**config.mk**
```make
export PLATFORM = sky130hd
export DESIGN_NAME = crs_fifo
export DESIGN_NICKNAME = d
export VERILOG_FILES = /design/src/crs_pkg.sv /design/src/crs_fifo.sv
export SDC_FILE = /design/constraint.sdc
export NUM_CORES = 1
export LEC_CHECK = 0
export ABC_AREA = 1
export BUFFER_PORTS_ARGS = -buffer_cell sky130_fd_sc_hd__buf_2
export CAP_MARGIN = 20
export CORE_MARGIN = 3
export CORE_UTILIZATION = 50
export CTS_BUF_LIST = sky130_fd_sc_hd__clkbuf_8 sky130_fd_sc_hd__clkbuf_16
export CTS_CLUSTER_SIZE = 10
export DETAILED_ROUTE_END_ITERATION = 6
export GPL_TIMING_DRIVEN = 0
export PLACE_DENSITY = 0.83
export SYNTH_ARGS = -nofsm -noshare
export SYNTH_HDL_FRONTEND = slang
export SYNTH_SLANG_ARGS = --single-unit
```
**constraint.sdc**
```tcl
create_clock -name clk -period 2.6 [get_ports clk]
set_input_delay 0.26 -clock clk [delete_from_list [all_inputs] [get_ports clk]]
set_output_delay 0.26 -clock clk [all_outputs]
set_load 0.02 [all_outputs]
```
**src/crs_pkg.sv**
```systemverilog
// Shared constants, job sizing and the t step table for the Catmull-Rom sampler.
package crs_pkg;

	localparam int COORD_WIDTH   = 24;
	localparam int CFG_W         = 5;
	localparam int MAX_SAMPLES   = 31;
	localparam int SAMPLES_MIN   = 2;
	localparam int SAMPLES_RESET = 16;
	localparam int QUEUE_DEPTH   = 4;
	localparam int FRAC_EXTRA    = 8;
	localparam int T_FRAC        = 16;
	localparam int T_W           = 16;

	// One queued job: coefficients d, c, b, a for both axes, sample count, last flag.
	function automatic int job_width(input int cw);
		return 2 * (4 * cw + 9) + CFG_W + 1;
	endfunction

	// round(65536 / s), the t increment for s samples per segment
	function automatic logic [T_W-1:0] recip(input logic [CFG_W-1:0] s);
		logic [T_W-1:0] r;
		case (s)
			5'd2:    r = 16'd32768;
			5'd3:    r = 16'd21845;
			5'd4:    r = 16'd16384;
			5'd5:    r = 16'd13107;
			5'd6:    r = 16'd10923;
			5'd7:    r = 16'd9362;
			5'd8:    r = 16'd8192;
			5'd9:    r = 16'd7282;
			5'd10:   r = 16'd6554;
			5'd11:   r = 16'd5958;
			5'd12:   r = 16'd5461;
			5'd13:   r = 16'd5041;
			5'd14:   r = 16'd4681;
			5'd15:   r = 16'd4369;
			5'd16:   r = 16'd4096;
			5'd17:   r = 16'd3855;
			5'd18:   r = 16'd3641;
			5'd19:   r = 16'd3449;
			5'd20:   r = 16'd3277;
			5'd21:   r = 16'd3121;
			5'd22:   r = 16'd2979;
			5'd23:   r = 16'd2849;
			5'd24:   r = 16'd2731;
			5'd25:   r = 16'd2621;
			5'd26:   r = 16'd2521;
			5'd27:   r = 16'd2427;
			5'd28:   r = 16'd2341;
			5'd29:   r = 16'd2260;
			5'd30:   r = 16'd2185;
			5'd31:   r = 16'd2114;
			default: r = '0;
		endcase
		return r;
	endfunction

endpackage

```
**src/crs_fifo.sv**
```systemverilog
// Small job queue between the point front end and the sample back end.
module crs_fifo #(
	parameter int WIDTH = 8,
	parameter int DEPTH = crs_pkg::QUEUE_DEPTH
) (
	input  logic             clk,
	input  logic             arst_n,
	input  logic             push,
	input  logic [WIDTH-1:0] push_data,
	output logic             full,
	input  logic             pop,
	output logic [WIDTH-1:0] pop_data,
	output logic             pop_valid
);
	import crs_pkg::*;

	localparam int PW   = (DEPTH > 1) ? $clog2(DEPTH) : 1;
	localparam int CNTW = $clog2(DEPTH + 1);

	logic [WIDTH-1:0] mem_q [DEPTH];
	logic [PW-1:0]    wr_q;
	logic [PW-1:0]    rd_q;
	logic [CNTW-1:0]  cnt_q;

	assign full      = (cnt_q == CNTW'(DEPTH));
	assign pop_valid = (cnt_q != '0);
	assign pop_data  = mem_q[rd_q];

	always_ff @(posedge clk) begin
		if (push) begin
			mem_q[wr_q] <= push_data;
		end
	end

	always_ff @(posedge clk or negedge arst_n) begin
		if (!arst_n) begin
			wr_q  <= '0;
			rd_q  <= '0;
			cnt_q <= '0;
		end else begin
			if (push) begin
				wr_q <= (wr_q == PW'(DEPTH - 1)) ? '0 : wr_q + PW'(1);
			end
			if (pop) begin
				rd_q <= (rd_q == PW'(DEPTH - 1)) ? '0 : rd_q + PW'(1);
			end
			if (push && !pop) begin
				cnt_q <= cnt_q + CNTW'(1);
			end else if (pop && !push) begin
				cnt_q <= cnt_q - CNTW'(1);
			end
		end
	end

endmodule

```
==> Flow_metrics.wiki <==
{| class="wikitable"
! Metric !! Value
|-
| Post-synthesis cell type with the largest combined area || edfxtp_1
|-
| Initial DRC Count || 29
|-
| Power density cells || 1100 nW/um^2
|-
| Leading post-synthesis cells by cell area || edfxtp_1 (56%), dfrtp_1 (10%), nand2_1 (8.6%)
|-
| Post-synthesis share of cell area spent on and, or, nand and nor gates || 9.98%
|-
| Primary flip-flop cell chosen by synthesis mapping || edfxtp_1
|-
| Wire length of the first global-routing pass || 4990 um
|-
| Cell at the root of the clock tree || clkbuf_8
|-
| Post-route insts no fill || 219
|-
| Placed Instances || 210
|-
| Reported max-cap violation count || 0
|-
| Leading post-synthesis cells by instance count || nand2_1 (39), edfxtp_1 (32), inv_1 (27)
|-
| Number of distinct standard cells referenced by the synthesized netlist || 17
|-
| Static leakage || 0.900 nW
|-
| Number of diodes added for antenna fixing || 0
|-
| Hold slack final || 176 ps
|-
| Post-Synth XOR/XNOR Area || 0.514%
|-
| Measured slew at the worst slew-check pin || 379 ps
|-
| Synth-to-Final Area Change || 16.3%
|-
| Setup TNS Final || 0 ps
|-
| Instance count of the mapped netlist || 145
|-
| Delay of the slowest cell on the worst path || 420 ps
|-
| Number of buffers inserted by port buffering || 21
|-
| Share of the synthesized area in the top cell type || 56.3%
|-
| Seq/Total Area, Yosys || 66.6%
|-
| Setup repair after global routing missed its margin || false
|-
| Pre-antenna DRT Iters || 4
|-
| Clock tree from TritonCTS || done
|-
| Setup Skew || 6.21 ps
|-
| Netlist area before placement || 1710 sq um
|-
| RePlAce Congestion || 0.834
|-
| Area of the placeable core || 3150 sq um
|-
| Startpoint type of the worst setup path || flip-flop
|-
| VDD IR-drop max || 603 uV
|-
| Post-route antenna net violation count || 0
|-
| Remaining max-slew budget at the tightest pin || 74.7%
|-
| Minimum clock period || 1680 ps
|-
| Overall power || 2.19 mW
|-
| Final Cycle Share || 64.5%
|-
| Htree depth || 2
|-
| Count of instances resized after the clock tree is built || 0
|-
| Slowest library cell on the worst path || dfrtp_1
|-
| Total length of routed wires || 3040 um
|-
| Initial cell density of the core || 54.1%
|-
| Vias per cell || 5.13
|-
| Cell-by-cell trace of the critical path || inv_2 > buf_6 > nand2_1 > o211ai_1 > nand2_1 > buf_2
|-
| Share of the synthesized area in compound gates (AO/OA/AOI/OAI) || 8.51%
|-
| Number of placement rows || 20
|-
| Ratio of cells with drive above 1 in the final layout || 19.4%
|-
| Count of buffering cells on the critical path with inverters included || 3
|-
| Number of ports placed on the die boundary || 22
|-
| Mux contribution to synthesized area || 0%
|-
| Die span in y || 64.4 um
|-
| Dominant cell by count in the synthesized netlist || nand2_1
|-
| Number of global-route vias before repair || 1177
|-
| GR Util All Layers || 16.7%
|-
| Crit-path max FO || 10
|-
| Sink Count || 39
|-
| Total clock buffers created by CTS || 5
|-
| Required time worst endpoint || 2340 ps
|-
| Number of synthesized flops with an enable pin || 32
|-
| Gate family responsible for the most delay along the worst path || buffers and inverters
|-
| Global route overflow || 0
|-
| Final Net Count || 193
|-
| Detailed-route DRC error count || 0
|-
| Arrival time worst endpoint || 1420 ps
|-
| Outcome || complete, no violations
|-
| Category of the most critical setup path || flip-flop to output port
|-
| Area share of fa/ha/maj cells after synthesis || 5.58%
|-
| Final hold violation count || 0
|-
| Clock slew at reported path FFs || 80 ps
|-
| Finished Core Util || 62.9%
|-
| Most Frequent Cell on Critical Path || nand2_1
|-
| Max Clock Freq || 596 MHz
|-
| Combinational family with the most area after synthesis || simple AND/OR/NAND/NOR gates
|-
| Post-detailed-route wirelength per cell || 13.9 um
|-
| Via count of the routed design || 1123
|-
| Post-Synthesis Mean Instance Area || 11.8 sq um
|-
| Maximum number of pins on one net before global-route repair || 13
|-
| Async set-or-reset flop fraction in the synthesized netlist || 17.9%
|-
| Register bit total from synthesis || 39
|-
| Worst-skew pair later-pin latency || 290 ps
|-
| Setup violations, final || 0
|-
| Yosys warnings || 0
|-
| Antenna violations before repair || 0
|-
| Die Area || 4150 sq um
|-
| Dpl hpwl || 2150 um
|-
| Net count of the mapped netlist || 164
|-
| Slew Limit Fails || 0
|-
| Capturing element type of the critical path || output port
|-
| Type of the most critical hold path || input port to flip-flop
|-
| Maximum count of clock buffers along a single path || 2
|-
| Die boundary width || 64.4 um
|}
## layout by cell type, fill, tap and decap left out
cell,count
inv_1,27
nor3_1,1
fa_1,1
nand4_1,1
clkbuf_8,5
buf_2,21
clkinv_2,1
ha_1,6
xnor2_1,1
o21ai_0,4
dfrtp_1,7
nand3_1,1
nand2_1,39
buf_6,3
dlygate4sd3_1,1
o211ai_1,16
clkinv_1,1
inv_2,2
nor2_1,2
edfxtp_1,32
bufinv_16,1
buf_4,1
a21oi_1,1
## cell families (layout without fill, tap and decap cells)
logic type	Yosys count	after routing
AO/OA/AOI/OAI	21	21
XOR/XNOR	1	1
adder cells (fa/ha/maj)	7	7
buffers and inverters	33	63
flip-flops	39	39
AND/OR/NAND/NOR	44	44
## layer usage
metal | wire (um) | up-vias | track usage (%)
met1 | 1120 | 533 | 17.5
met4 | 108 | 0 | 9.23
met3 | 184 | 11 | 7.38
li1 | - | 539 | -
met2 | 1630 | 40 | 28.0
met5 | 0 | - | 0
## power breakdown
group          total, mW  internal [mW]  switching [mW]
clock              0.479          0.280           0.199
sequential         0.903          0.830          0.0721
combinational      0.804          0.278           0.526
## flip-flops by register name (all words and copies together), names as in the netlist
register,cells
cnt_q,3
mem_q,32
rd_q,2
wr_q,2
## cell type report
class | count | area [sq um]
Fill cell | 252 | 1170
Clock buffer | 5 | 68.8
Sequential cell | 39 | 1140
Clock inverter | 3 | 38.8
Inverter | 29 | 109
Timing Repair Buffer | 22 | 115
Multi-Input combinational cell | 73 | 419
Tap cell | 44 | 55.1
Buffer | 4 | 41.3
## path summary, 6_finish.rpt
| check | startpoint | end | slack, ps | depth (start not counted) |
|---|---|---|---|---|
| worst max-delay path | rd_q[0] | pop_data[3] | 920 | 6 |
| worst min-delay path | push_data[6] | mem_q[1][6] | 180 | 1 |
| worst max register to register | wr_q[0] | mem_q[0][1] | 1240 | 4 |
| worst min register to register | cnt_q[2] | cnt_q[2] | 490 | 2 |
| max in group asynchronous | arst_n | rd_q[1] | 2120 | 2 |
| min in group asynchronous | arst_n | cnt_q[0] | 320 | 2 |
## metrics by stage
stage                     setup slack, ps  instance area, sq um
after floorplan                      1380                  1710
after global placement               1200                  1870
after detailed placement             1160                  1870
after CTS                             896                  1980
after global routing                  816                  1980
final                                 923                  1980
## what timing repair did
action	CTS	global route
endpoints found under the setup margin	0	0
buffers inserted	0	0
hold buffers	1	0
endpoints found under the hold margin	7	0
Power figures use the tool's default switching activity.
