==> src/crs_pkg.sv <==
// Shared constants, job sizing and the t step table for the Catmull-Rom sampler.
package crs_pkg;

	localparam int COORD_WIDTH   = 24;
	localparam int CFG_W         = 5;
	localparam int MAX_SAMPLES   = 31;
	localparam int SAMPLES_MIN   = 2;
	localparam int SAMPLES_RESET = 16;
	localparam int QUEUE_DEPTH   = 4;
	localparam int FRAC_EXTRA    = 8;
	localparam int T_FRAC        = 16;
	localparam int T_W           = 16;

	// One queued job: coefficients d, c, b, a for both axes, sample count, last flag.
	function automatic int job_width(input int cw);
		return 2 * (4 * cw + 9) + CFG_W + 1;
	endfunction

	// round(65536 / s), the t increment for s samples per segment
	function automatic logic [T_W-1:0] recip(input logic [CFG_W-1:0] s);
		logic [T_W-1:0] r;
		case (s)
			5'd2:    r = 16'd32768;
			5'd3:    r = 16'd21845;
			5'd4:    r = 16'd16384;
			5'd5:    r = 16'd13107;
			5'd6:    r = 16'd10923;
			5'd7:    r = 16'd9362;
			5'd8:    r = 16'd8192;
			5'd9:    r = 16'd7282;
			5'd10:   r = 16'd6554;
			5'd11:   r = 16'd5958;
			5'd12:   r = 16'd5461;
			5'd13:   r = 16'd5041;
			5'd14:   r = 16'd4681;
			5'd15:   r = 16'd4369;
			5'd16:   r = 16'd4096;
			5'd17:   r = 16'd3855;
			5'd18:   r = 16'd3641;
			5'd19:   r = 16'd3449;
			5'd20:   r = 16'd3277;
			5'd21:   r = 16'd3121;
			5'd22:   r = 16'd2979;
			5'd23:   r = 16'd2849;
			5'd24:   r = 16'd2731;
			5'd25:   r = 16'd2621;
			5'd26:   r = 16'd2521;
			5'd27:   r = 16'd2427;
			5'd28:   r = 16'd2341;
			5'd29:   r = 16'd2260;
			5'd30:   r = 16'd2185;
			5'd31:   r = 16'd2114;
			default: r = '0;
		endcase
		return r;
	endfunction

endpackage

==> src/crs_if.sv <==
// Valid/ready channel interfaces for control points and output samples.
interface crs_point_if #(parameter int COORD_WIDTH = crs_pkg::COORD_WIDTH) ();
	logic                          valid;
	logic                          ready;
	logic signed [COORD_WIDTH-1:0] point_x;
	logic signed [COORD_WIDTH-1:0] point_y;
	logic                          last_point;

	modport source (output valid, point_x, point_y, last_point, input ready);
	modport sink   (input valid, point_x, point_y, last_point, output ready);
endinterface


==> src/crs_front.sv <==
// Front end: takes control points, keeps the window and queues segment jobs.
module crs_front #(
	parameter int COORD_WIDTH = crs_pkg::COORD_WIDTH
) (
	input  logic                                         clk,
	input  logic                                         arst_n,
	crs_point_if.sink                                    points,
	input  logic                                         cfg_we,
	input  logic [crs_pkg::CFG_W-1:0]                    cfg_wdata,
	output logic                                         push,
	output logic [crs_pkg::job_width(COORD_WIDTH)-1:0]   push_data,
	input  logic                                         full
);
	import crs_pkg::*;

	localparam int JOB_MAIN  = 0;
	localparam int JOB_TAIL  = 1;
	localparam int JOB_FINAL = 2;

	typedef struct packed {
		logic signed [COORD_WIDTH+2:0] d;
		logic signed [COORD_WIDTH+3:0] c;
		logic signed [COORD_WIDTH:0]   b;
		logic signed [COORD_WIDTH:0]   a;
	} coef_t;

	typedef struct packed {
		coef_t            x;
		coef_t            y;
		logic [CFG_W-1:0] nseg;
		logic             last;
	} job_t;

	typedef logic signed [COORD_WIDTH-1:0] coord_t;

	logic [CFG_W-1:0] sps_q;
	logic [1:0]       seen_q;
	logic [1:0]       seen_acc_q;
	logic [2:0]       pend_q;
	coord_t           win_x_q [4];
	coord_t           win_y_q [4];

	logic             accept;
	logic [CFG_W-1:0] sps_clamped;
	coord_t           qx [4];
	coord_t           qy [4];
	job_t             job;

	function automatic coef_t make_coef(input coord_t p0, input coord_t p1,
	                                    input coord_t p2, input coord_t p3);
		logic signed [COORD_WIDTH+3:0] e0, e1, e2, e3, dv, cv;
		coef_t r;
		e0 = (COORD_WIDTH+4)'(p0);
		e1 = (COORD_WIDTH+4)'(p1);
		e2 = (COORD_WIDTH+4)'(p2);
		e3 = (COORD_WIDTH+4)'(p3);
		dv = (e1 <<< 1) + e1 - e0 - ((e2 <<< 1) + e2) + e3;
		cv = (e0 <<< 1) - ((e1 <<< 2) + e1) + (e2 <<< 2) - e3;
		r.d = dv[COORD_WIDTH+2:0];
		r.c = cv;
		r.b = (COORD_WIDTH+1)'(e2 - e0);
		r.a = (COORD_WIDTH+1)'(e1 <<< 1);
		return r;
	endfunction

	assign points.ready = (pend_q == '0);
	assign accept       = points.valid && points.ready;
	assign push         = (pend_q != '0) && !full;

	always_comb begin
		if (cfg_wdata < CFG_W'(SAMPLES_MIN)) begin
			sps_clamped = CFG_W'(SAMPLES_MIN);
		end else if (cfg_wdata > CFG_W'(MAX_SAMPLES)) begin
			sps_clamped = CFG_W'(MAX_SAMPLES);
		end else begin
			sps_clamped = cfg_wdata;
		end
	end

	// win[0..3] holds the quad after the shift; the curve window is win[1..3]
	always_comb begin
		if (pend_q[JOB_MAIN]) begin
			qx[0] = (seen_acc_q == 2'd2) ? win_x_q[1] : win_x_q[0];
			qy[0] = (seen_acc_q == 2'd2) ? win_y_q[1] : win_y_q[0];
			qx[1] = win_x_q[1]; qx[2] = win_x_q[2]; qx[3] = win_x_q[3];
			qy[1] = win_y_q[1]; qy[2] = win_y_q[2]; qy[3] = win_y_q[3];
		end else if (pend_q[JOB_TAIL]) begin
			// last segment; a two-point curve's first point is its own predecessor
			qx[0] = (seen_acc_q == 2'd1) ? win_x_q[2] : win_x_q[1];
			qy[0] = (seen_acc_q == 2'd1) ? win_y_q[2] : win_y_q[1];
			qx[1] = win_x_q[2]; qx[2] = win_x_q[3]; qx[3] = win_x_q[3];
			qy[1] = win_y_q[2]; qy[2] = win_y_q[3]; qy[3] = win_y_q[3];
		end else begin
			// end point alone: a flat quad at t = 0 gives it back exactly
			qx[0] = win_x_q[3]; qx[1] = win_x_q[3]; qx[2] = win_x_q[3]; qx[3] = win_x_q[3];
			qy[0] = win_y_q[3]; qy[1] = win_y_q[3]; qy[2] = win_y_q[3]; qy[3] = win_y_q[3];
		end
		job.x    = make_coef(qx[0], qx[1], qx[2], qx[3]);
		job.y    = make_coef(qy[0], qy[1], qy[2], qy[3]);
		job.nseg = sps_q;
		job.last = !pend_q[JOB_MAIN] && !pend_q[JOB_TAIL];
	end

	assign push_data = job;

	always_ff @(posedge clk) begin
		if (accept) begin
			for (int i = 0; i < 3; i++) begin
				win_x_q[i] <= win_x_q[i+1];
				win_y_q[i] <= win_y_q[i+1];
			end
			win_x_q[3] <= points.point_x;
			win_y_q[3] <= points.point_y;
		end
	end

	always_ff @(posedge clk or negedge arst_n) begin
		if (!arst_n) begin
			sps_q      <= CFG_W'(SAMPLES_RESET);
			seen_q     <= '0;
			seen_acc_q <= '0;
			pend_q     <= '0;
		end else begin
			if (cfg_we) begin
				sps_q <= sps_clamped;
			end
			if (accept) begin
				seen_acc_q         <= seen_q;
				pend_q[JOB_MAIN]   <= (seen_q >= 2'd2);
				pend_q[JOB_TAIL]   <= points.last_point && (seen_q != '0);
				pend_q[JOB_FINAL]  <= points.last_point && (seen_q != '0);
				if (points.last_point) begin
					seen_q <= '0;
				end else if (seen_q != 2'd3) begin
					seen_q <= seen_q + 2'd1;
				end
			end else if (push) begin
				pend_q <= pend_q & (pend_q - 3'd1);
			end
		end
	end

endmodule

==> src/flat_wrapper.sv <==
// flat-port wrapper written by rule: the top's interface ports become plain ports
module crs_front_flat import crs_pkg::*;
#(
	parameter int COORD_WIDTH = crs_pkg::COORD_WIDTH
)
  (clk, arst_n, cfg_we, cfg_wdata, push, push_data, full, points_valid, points_point_x, points_point_y, points_last_point, points_ready);
  crs_point_if #(.COORD_WIDTH(COORD_WIDTH)) points_i ();
  input  logic clk;
  input  logic arst_n;
  input  logic cfg_we;
  input  logic [crs_pkg::CFG_W-1:0] cfg_wdata;
  output logic push;
  output logic [crs_pkg::job_width(COORD_WIDTH)-1:0] push_data;
  input  logic full;
  input wire logic [$bits(points_i.valid)-1:0] points_valid;
  input wire logic [$bits(points_i.point_x)-1:0] points_point_x;
  input wire logic [$bits(points_i.point_y)-1:0] points_point_y;
  input wire logic [$bits(points_i.last_point)-1:0] points_last_point;
  output wire logic [$bits(points_i.ready)-1:0] points_ready;
  assign points_i.valid = points_valid;
  assign points_i.point_x = points_point_x;
  assign points_i.point_y = points_point_y;
  assign points_i.last_point = points_last_point;
  assign points_ready = points_i.ready;
  crs_front #(.COORD_WIDTH(COORD_WIDTH)) u_core (.clk(clk), .arst_n(arst_n), .points(points_i), .cfg_we(cfg_we), .cfg_wdata(cfg_wdata), .push(push), .push_data(push_data), .full(full));
endmodule
==> config.mk <==
export PLATFORM = sky130hd
export DESIGN_NAME = crs_front_flat
export DESIGN_NICKNAME = d
export VERILOG_FILES = /design/src/crs_pkg.sv /design/src/crs_if.sv /design/src/crs_front.sv /design/src/flat_wrapper.sv
export SDC_FILE = /design/constraint.sdc
export NUM_CORES = 1
export LEC_CHECK = 0
export ABC_CLOCK_PERIOD_IN_PS = 24900
export BUFFER_PORTS_ARGS = -buffer_cell sky130_fd_sc_hd__buf_2
export CORE_UTILIZATION = 60
export DETAILED_ROUTE_END_ITERATION = 16
export PLACE_DENSITY = 0.78
export SLEW_MARGIN = 10
export SYNTH_ARGS = -nofsm -noshare
export SYNTH_HDL_FRONTEND = slang
export SYNTH_SLANG_ARGS = --single-unit
export TNS_END_PERCENT = 1
==> constraint.sdc <==
create_clock -name clk -period 24.9 [get_ports clk]
set_input_delay 3.735 -clock clk [delete_from_list [all_inputs] [get_ports clk]]
set_output_delay 3.735 -clock clk [all_outputs]
set_load 0.05 [all_outputs]
==> results.yml, run 1 <==
drt:
  finalWirelength_microns: 68600
  drt_first_pass_iters: 7
  route.vias.total: 21300
  wl_per_cell_microns: 18.4
  drt-initial-drc-count: 1642
  drc: 0
  vias_per_cell: 5.73
  antenna_left: 0
synth:
  yosys.area.top_type: "fa_1"
  synth.most_common_cell: "inv_1"
  synth_flop_cell: "edfxtp_1"
  synth_seq_cells: 204
  ys_types: 82
  yosysWarnings: 0
  synthCells: 2901
  syn-cell-area_sq_mm: 0.0272
  synth.area.top_cells: "fa_1 22%, edfxtp_1 21%, ha_1 9.9%"
  synth_edf_count: 192
  synth_top_family_by_area: "adder cells"
  synthSimpleGateAreaFrac_pct: 7.57
  ys_async_sr_fraction_pct: 5.88
  avgSynthCellArea_sq_um: 9.37
  yosys.area_share.xor_xnor_pct: 6.06
  yosys-top-cells-count: "587 x inv_1, 299 x fa_1, 215 x ha_1"
  synth-compound-area-share_pct: 14.9
  ys_seq_area_share_pct: 22.3
  synth_fa_ha_area_share_pct: 31.9
  synth.area.mux_share_pct: 6.73
  synth.top_cell.area_share_pct: 22.0
sta:
  hold_viol_final: 0
  max_freq_mhz: 79.3
  period_share_pct: 50.7
  final.setup.tns_ns: 0
  max-slew-margin-rel_pct: 22.9
  whs_ns: 0.506
  final.setup_skew_ns: 0.0118
  tightestPinTransition_ns: 1.14
  rsz0062_at_grt: "no"
  min_period_ns: 12.61
  maxSlewViolCount: 0
  setup_viol: 0
placement:
  hpwlAfterDp_microns: 54600
  gp_congestion: 0.981
  port_buffers: 274
clock_network:
  cts_buffers: 26
  cts_tree: "done"
  clk_path_buf_depth: 3
  cts.repair.resized: 0
  cts_root_buf: "clkbuf_16"
  postCtsHoldBufs: 0
  h-tree-depth: 1
  cts_sinks: 204
  path_clk_slew_ns: 0.06
  cts_setup_buffers: 0
  clk_latency_ns: 0.55
floorplanning:
  fp.dieArea_sq_mm: 0.0462
  die_w_microns: 215
  design.core.area_sq_mm: 0.0444
  num_rows: 77
  ioPinCount: 277
  initial_core_util_pct: 61.2
  fp.dieH_microns: 215
global_routing:
  grt_pass1_wl_microns: 113000
  grt_use_total_pct: 30.2
  grt_pass1_vias: 21600
  antenna_found_initial: 3
  grt_overflow: 0
  grt_max_degree: 119
worst_hold_path:
  hold_class: "flip-flop to flip-flop"
  min_from: "u_core.win_x_q[1][2]"
  worstHoldPathCells: 0
  hold_path_end: "u_core.win_x_q[0][2]"
worst_setup_path:
  crit_type: "flip-flop to output pin"
  critical_path.max_fanout: 93
  r2r_end: "u_core.win_x_q[0][9]"
  r2r_setup_slack_ns: 20.29
  cp_data_required_time_ns: 21.16
  timing.rr.start: "u_core.pend_q[0]"
  critPathCaptureType: "output pin"
  r2r_cells: 5
  start_kind: "flip-flop"
  critPathArrivalTime_ns: 8.88
finish:
  multi_input_area_sq_mm: 0.0183
  final_net_count: 3684
  fillers: 3627
  drive_gt1_share_pct: 12.3
  area_delta_synth_final_pct: 9.68
  regArea_sq_mm: 0.00607
status:
  status: "finished clean"
flow_run:
  maxCapViolCount: 0
[metrics by stage]
stage | cell area (sq um) | worst slack [ns] | cells | util [%]
2_1_floorplan | 27200 | 13.34 | 2902 | -
3_3_place_gp | 28900 | 13.29 | 3675 | 65.0
3_5_place_dp | 28900 | 13.16 | 3675 | 65.0
4_1_cts | 29800 | 12.45 | 3723 | 67.1
5_1_grt | 29800 | 11.73 | 3724 | 67.1
6_report | 29800 | 12.29 | 3724 | 67.1
[per-layer routing]
layer,vias to the layer above,global-route usage (%),wire length [microns]
met1,10400,41.2,29700
met3,143,4.12,4340
met2,758,49.8,32400
li1,10000,-,-
met4,4,9.71,2120
met5,-,0,27
[flip-flops by register name (all words and copies together), names as in the netlist]
signal             count
u_core.seen_q          2
u_core.win_x_q        96
u_core.sps_q           5
u_core.seen_acc_q      2
u_core.pend_q          3
u_core.win_y_q        96
[final cells by class]
type,instances,area share (%)
sequential,204,20.4
antenna,1,0.00839
tap,592,2.48
inverter,587,7.42
clock inverter,18,0.793
multi-input combinational,1993,61.4
timing repair buffer,299,5.23
clock buffer,30,2.34
[critical path: stages, from the launching register on]
cell     delay, ns
dfrtp_4       0.99
buf_4         0.87
o21ai_0       0.49
ha_1          0.49
a21oi_1       0.19
o21ai_0       0.18
a21oi_1       0.18
o21ai_1       0.14
a41o_1        0.31
a21oi_1       0.26
xnor2_1       0.20
fa_1          0.48
fa_1          0.49
fa_1          0.49
inv_1         0.04
ha_1          0.38
nand3_1       0.16
or2_0         0.25
o22a_1        0.20
a41oi_1       0.54
o21a_1        0.18
nor2_1        0.06
o21ai_1       0.19
xnor2_1       0.16
buf_2         0.30
[worst max-delay path by stage]
| stage | start | to | slack (ns) | cells after the start |
|---|---|---|---|---|
| 2_1_floorplan | u_core.pend_q[0] | push_data[213] | 13.34 | 30 |
| 5_1_grt | u_core.pend_q[0] | push_data[110] | 11.73 | 24 |
| 6_report | u_core.pend_q[0] | push_data[110] | 12.29 | 24 |
| 3_5_place_dp | u_core.pend_q[0] | push_data[110] | 13.16 | 24 |
| 4_1_cts | u_core.pend_q[0] | push_data[110] | 12.45 | 24 |
| 3_3_place_gp | u_core.pend_q[0] | push_data[110] | 13.29 | 24 |
[cells in the final DEF (no fill, tap or decap), types with 6 or more instances in the layout]
| cell type | count |
|---|---|
| o211ai_1 | 7 |
| mux2i_1 | 168 |
| xor2_1 | 57 |
| nand3_1 | 31 |
| nor4_1 | 6 |
| a21o_1 | 104 |
| o21ai_1 | 30 |
| or3_1 | 9 |
| nand4_1 | 12 |
| dfrtp_1 | 9 |
| edfxtp_1 | 192 |
| o21a_1 | 22 |
| clkbuf_16 | 27 |
| buf_2 | 274 |
| inv_1 | 586 |
| fa_1 | 299 |
| nor2_1 | 103 |
| xnor2_1 | 131 |
| o21ai_0 | 188 |
| nor2b_1 | 22 |
| a41oi_1 | 6 |
| nand2b_1 | 18 |
| mux2_2 | 13 |
| and3_1 | 20 |
| a211oi_1 | 10 |
| buf_4 | 25 |
| a31oi_1 | 14 |
| nand2_1 | 191 |
| nor3_1 | 17 |
| a21oi_1 | 177 |
| o21bai_1 | 26 |
| ha_1 | 215 |
[logic make-up after synthesis]
family,count (synthesis)
mux,181
buf+inv,705
simple gates,452
flops,204
compound gates,656
xor+xnor,188
other cells,1
fa+ha+maj,514
Power of run 1 is not shown: default switching activity piles up to over one toggle a cycle in this logic, so the estimate is an artifact.
==> run 2, diff against run 1 <==
--- a/config.mk
+++ b/config.mk
@@ -5,7 +5,7 @@
 export SDC_FILE = /design/constraint.sdc
 export NUM_CORES = 1
 export LEC_CHECK = 0
-export ABC_CLOCK_PERIOD_IN_PS = 24900
+export ABC_CLOCK_PERIOD_IN_PS = 12200
 export BUFFER_PORTS_ARGS = -buffer_cell sky130_fd_sc_hd__buf_2
 export CORE_UTILIZATION = 60
 export DETAILED_ROUTE_END_ITERATION = 16
==> constraint.sdc (replaced) <==
create_clock -name clk -period 12.2 [get_ports clk]
set_input_delay 1.83 -clock clk [delete_from_list [all_inputs] [get_ports clk]]
set_output_delay 1.83 -clock clk [all_outputs]
set_load 0.05 [all_outputs]
==> run 2 against run 1 <==
Critical path depth is 2 higher. Die area is the same. Critical path type unchanged. Critical endpoint is now push_data[215]. Hold slack got worse by 0.0013 ns.
==> results.yml, run 2 (same netlist as run 1, synthesis figures left out) <==
placement:
  port_buffers: 274
  gp_congestion: 0.997
  dp_slack_ns: 2.66
  hpwlAfterDp_microns: 55200
  placed_cells: 3671
worst_hold_path:
  worstHoldPathCells: 0
  hold_class: "flip-flop to flip-flop"
  min_from: "u_core.win_y_q[1][21]"
sta:
  rsz0062_at_grt: "no"
  final.setup_skew_ns: 0.0162
  setup_ws_ns: 1.95
  hold_viol_final: 0
  setup_viol: 0
  max-slew-margin-rel_pct: 20.6
  maxSlewViolCount: 0
  min_period_ns: 10.25
  tightestPinTransition_ns: 1.18
  period_share_pct: 84.0
  max_freq_mhz: 97.6
  final.setup.tns_ns: 0
clock_network:
  cts_setup_buffers: 0
  cts_tree: "done"
  clk_latency_ns: 0.56
  clk_path_buf_depth: 3
  path_clk_slew_ns: 0.06
  cts.repair.resized: 0
  cts_buffers: 26
  postCtsHoldBufs: 0
  cts_root_buf: "clkbuf_16"
  cts_sinks: 204
  h-tree-depth: 1
drt:
  drc: 0
  finalWirelength_microns: 69200
  wl_per_cell_microns: 18.6
  drt_first_pass_iters: 8
  vias_per_cell: 5.74
  route.vias.total: 21300
  drt-initial-drc-count: 1605
  antenna_left: 0
floorplanning:
  design.core.area_sq_mm: 0.0444
  num_rows: 77
  ioPinCount: 277
  fp.dieArea_sq_mm: 0.0462
  initial_core_util_pct: 61.2
  die_w_microns: 215
  fp.dieH_microns: 215
flow_run:
  maxCapViolCount: 0
finish:
  area_delta_synth_final_pct: 9.54
  regArea_sq_mm: 0.00607
  finalNonFillerCells: 3719
  final_net_count: 3680
  multi_input_area_sq_mm: 0.0183
  final_util_pct: 67.0
  fillers: 3594
  drive_gt1_share_pct: 12.2
  top_regs: "u_core.win_x_q x96, u_core.win_y_q x96, u_core.sps_q x5"
  mostFrequentLayoutCells: "586 x inv_1, 299 x fa_1, 274 x buf_2, 215 x ha_1, 192 x edfxtp_1"
  layout_commonest_cell: "inv_1"
  antenna_cells: 0
worst_setup_path:
  timing.rr.start: "u_core.pend_q[0]"
  r2r_cells: 5
  critPathCaptureType: "output pin"
  crit_buf_inv: 5
  critPathArrivalTime_ns: 8.42
  critical_path.max_fanout: 65
  start_kind: "flip-flop"
  cp_top_family: "compound AO/OA/AOI/OAI gates"
  crit_type: "flip-flop to output pin"
  critPathLaunch: "u_core.pend_q[0]"
  cp_data_required_time_ns: 10.37
  cp_slowest_cell: "dfrtp_4"
  cp.depth: 26
  critPathMaxStageDelay_ns: 0.84
global_routing:
  grt_use_total_pct: 30.0
  antenna_found_initial: 1
  grt_max_degree: 121
  grt_overflow: 0
  grt_pass1_wl_microns: 112000
  grt_pass1_vias: 21900
status:
  status: "finished clean"
-- run 2: cell types whose count changed in the layout (fill, tap and decap cells not counted), moves of 2 or more --
cell	delta
clkinv_2	+2
clkbuf_16	+3
clkinvlp_4	-2
buf_4	-4
bufinv_16	-2
-- run 2: path summary, 6_finish.rpt --
| path | slack, ns | endpoint |
|---|---|---|
| max reg2reg | 7.65 | u_core.win_y_q[1][15] |
| max in group asynchronous | 10.69 | u_core.sps_q[4] |
| min in group asynchronous | 1.19 | u_core.sps_q[1] |
| min | 0.50 | u_core.win_y_q[0][21] |
| max | 1.95 | push_data[215] |
| min reg2reg | 0.50 | u_core.win_y_q[0][21] |
-- run 2: layer usage --
metal,up-vias,routed length [microns],global-route usage (%)
met4,2,2390,10.2
met3,148,4550,3.24
met1,10400,29500,40.8
met5,-,13,0
met2,769,32800,50.2
li1,10000,-,-
-- run 2: worst reg2reg max path: stages (launching register included) --
cell and delay, ns:
dfrtp_4 0.72, buf_4 0.47, nor3_1 0.68, nand2_1 0.50, inv_8 0.80, buf_4 0.98
-- run 2: per-stage QoR --
| step | area (sq um) | hold slack (ns) |
|---|---|---|
| after floorplan | 27200 | 0.464 |
| after global placement | 28800 | 0.484 |
| after detailed placement | 28800 | 0.491 |
| after CTS | 29800 | 0.502 |
| after global routing | 29800 | 0.520 |
| final | 29800 | 0.504 |
-- run 2: final cells by class --
class | count | share of cell area, %
multi-input cells | 1993 | 61.4
clock inverters | 16 | 0.576
clock buffers | 32 | 2.55
flip-flops and latches | 204 | 20.4
repair buffers | 295 | 5.14
inverters | 587 | 7.43
well taps | 592 | 2.49
Power of run 2 is left out for the same reason.
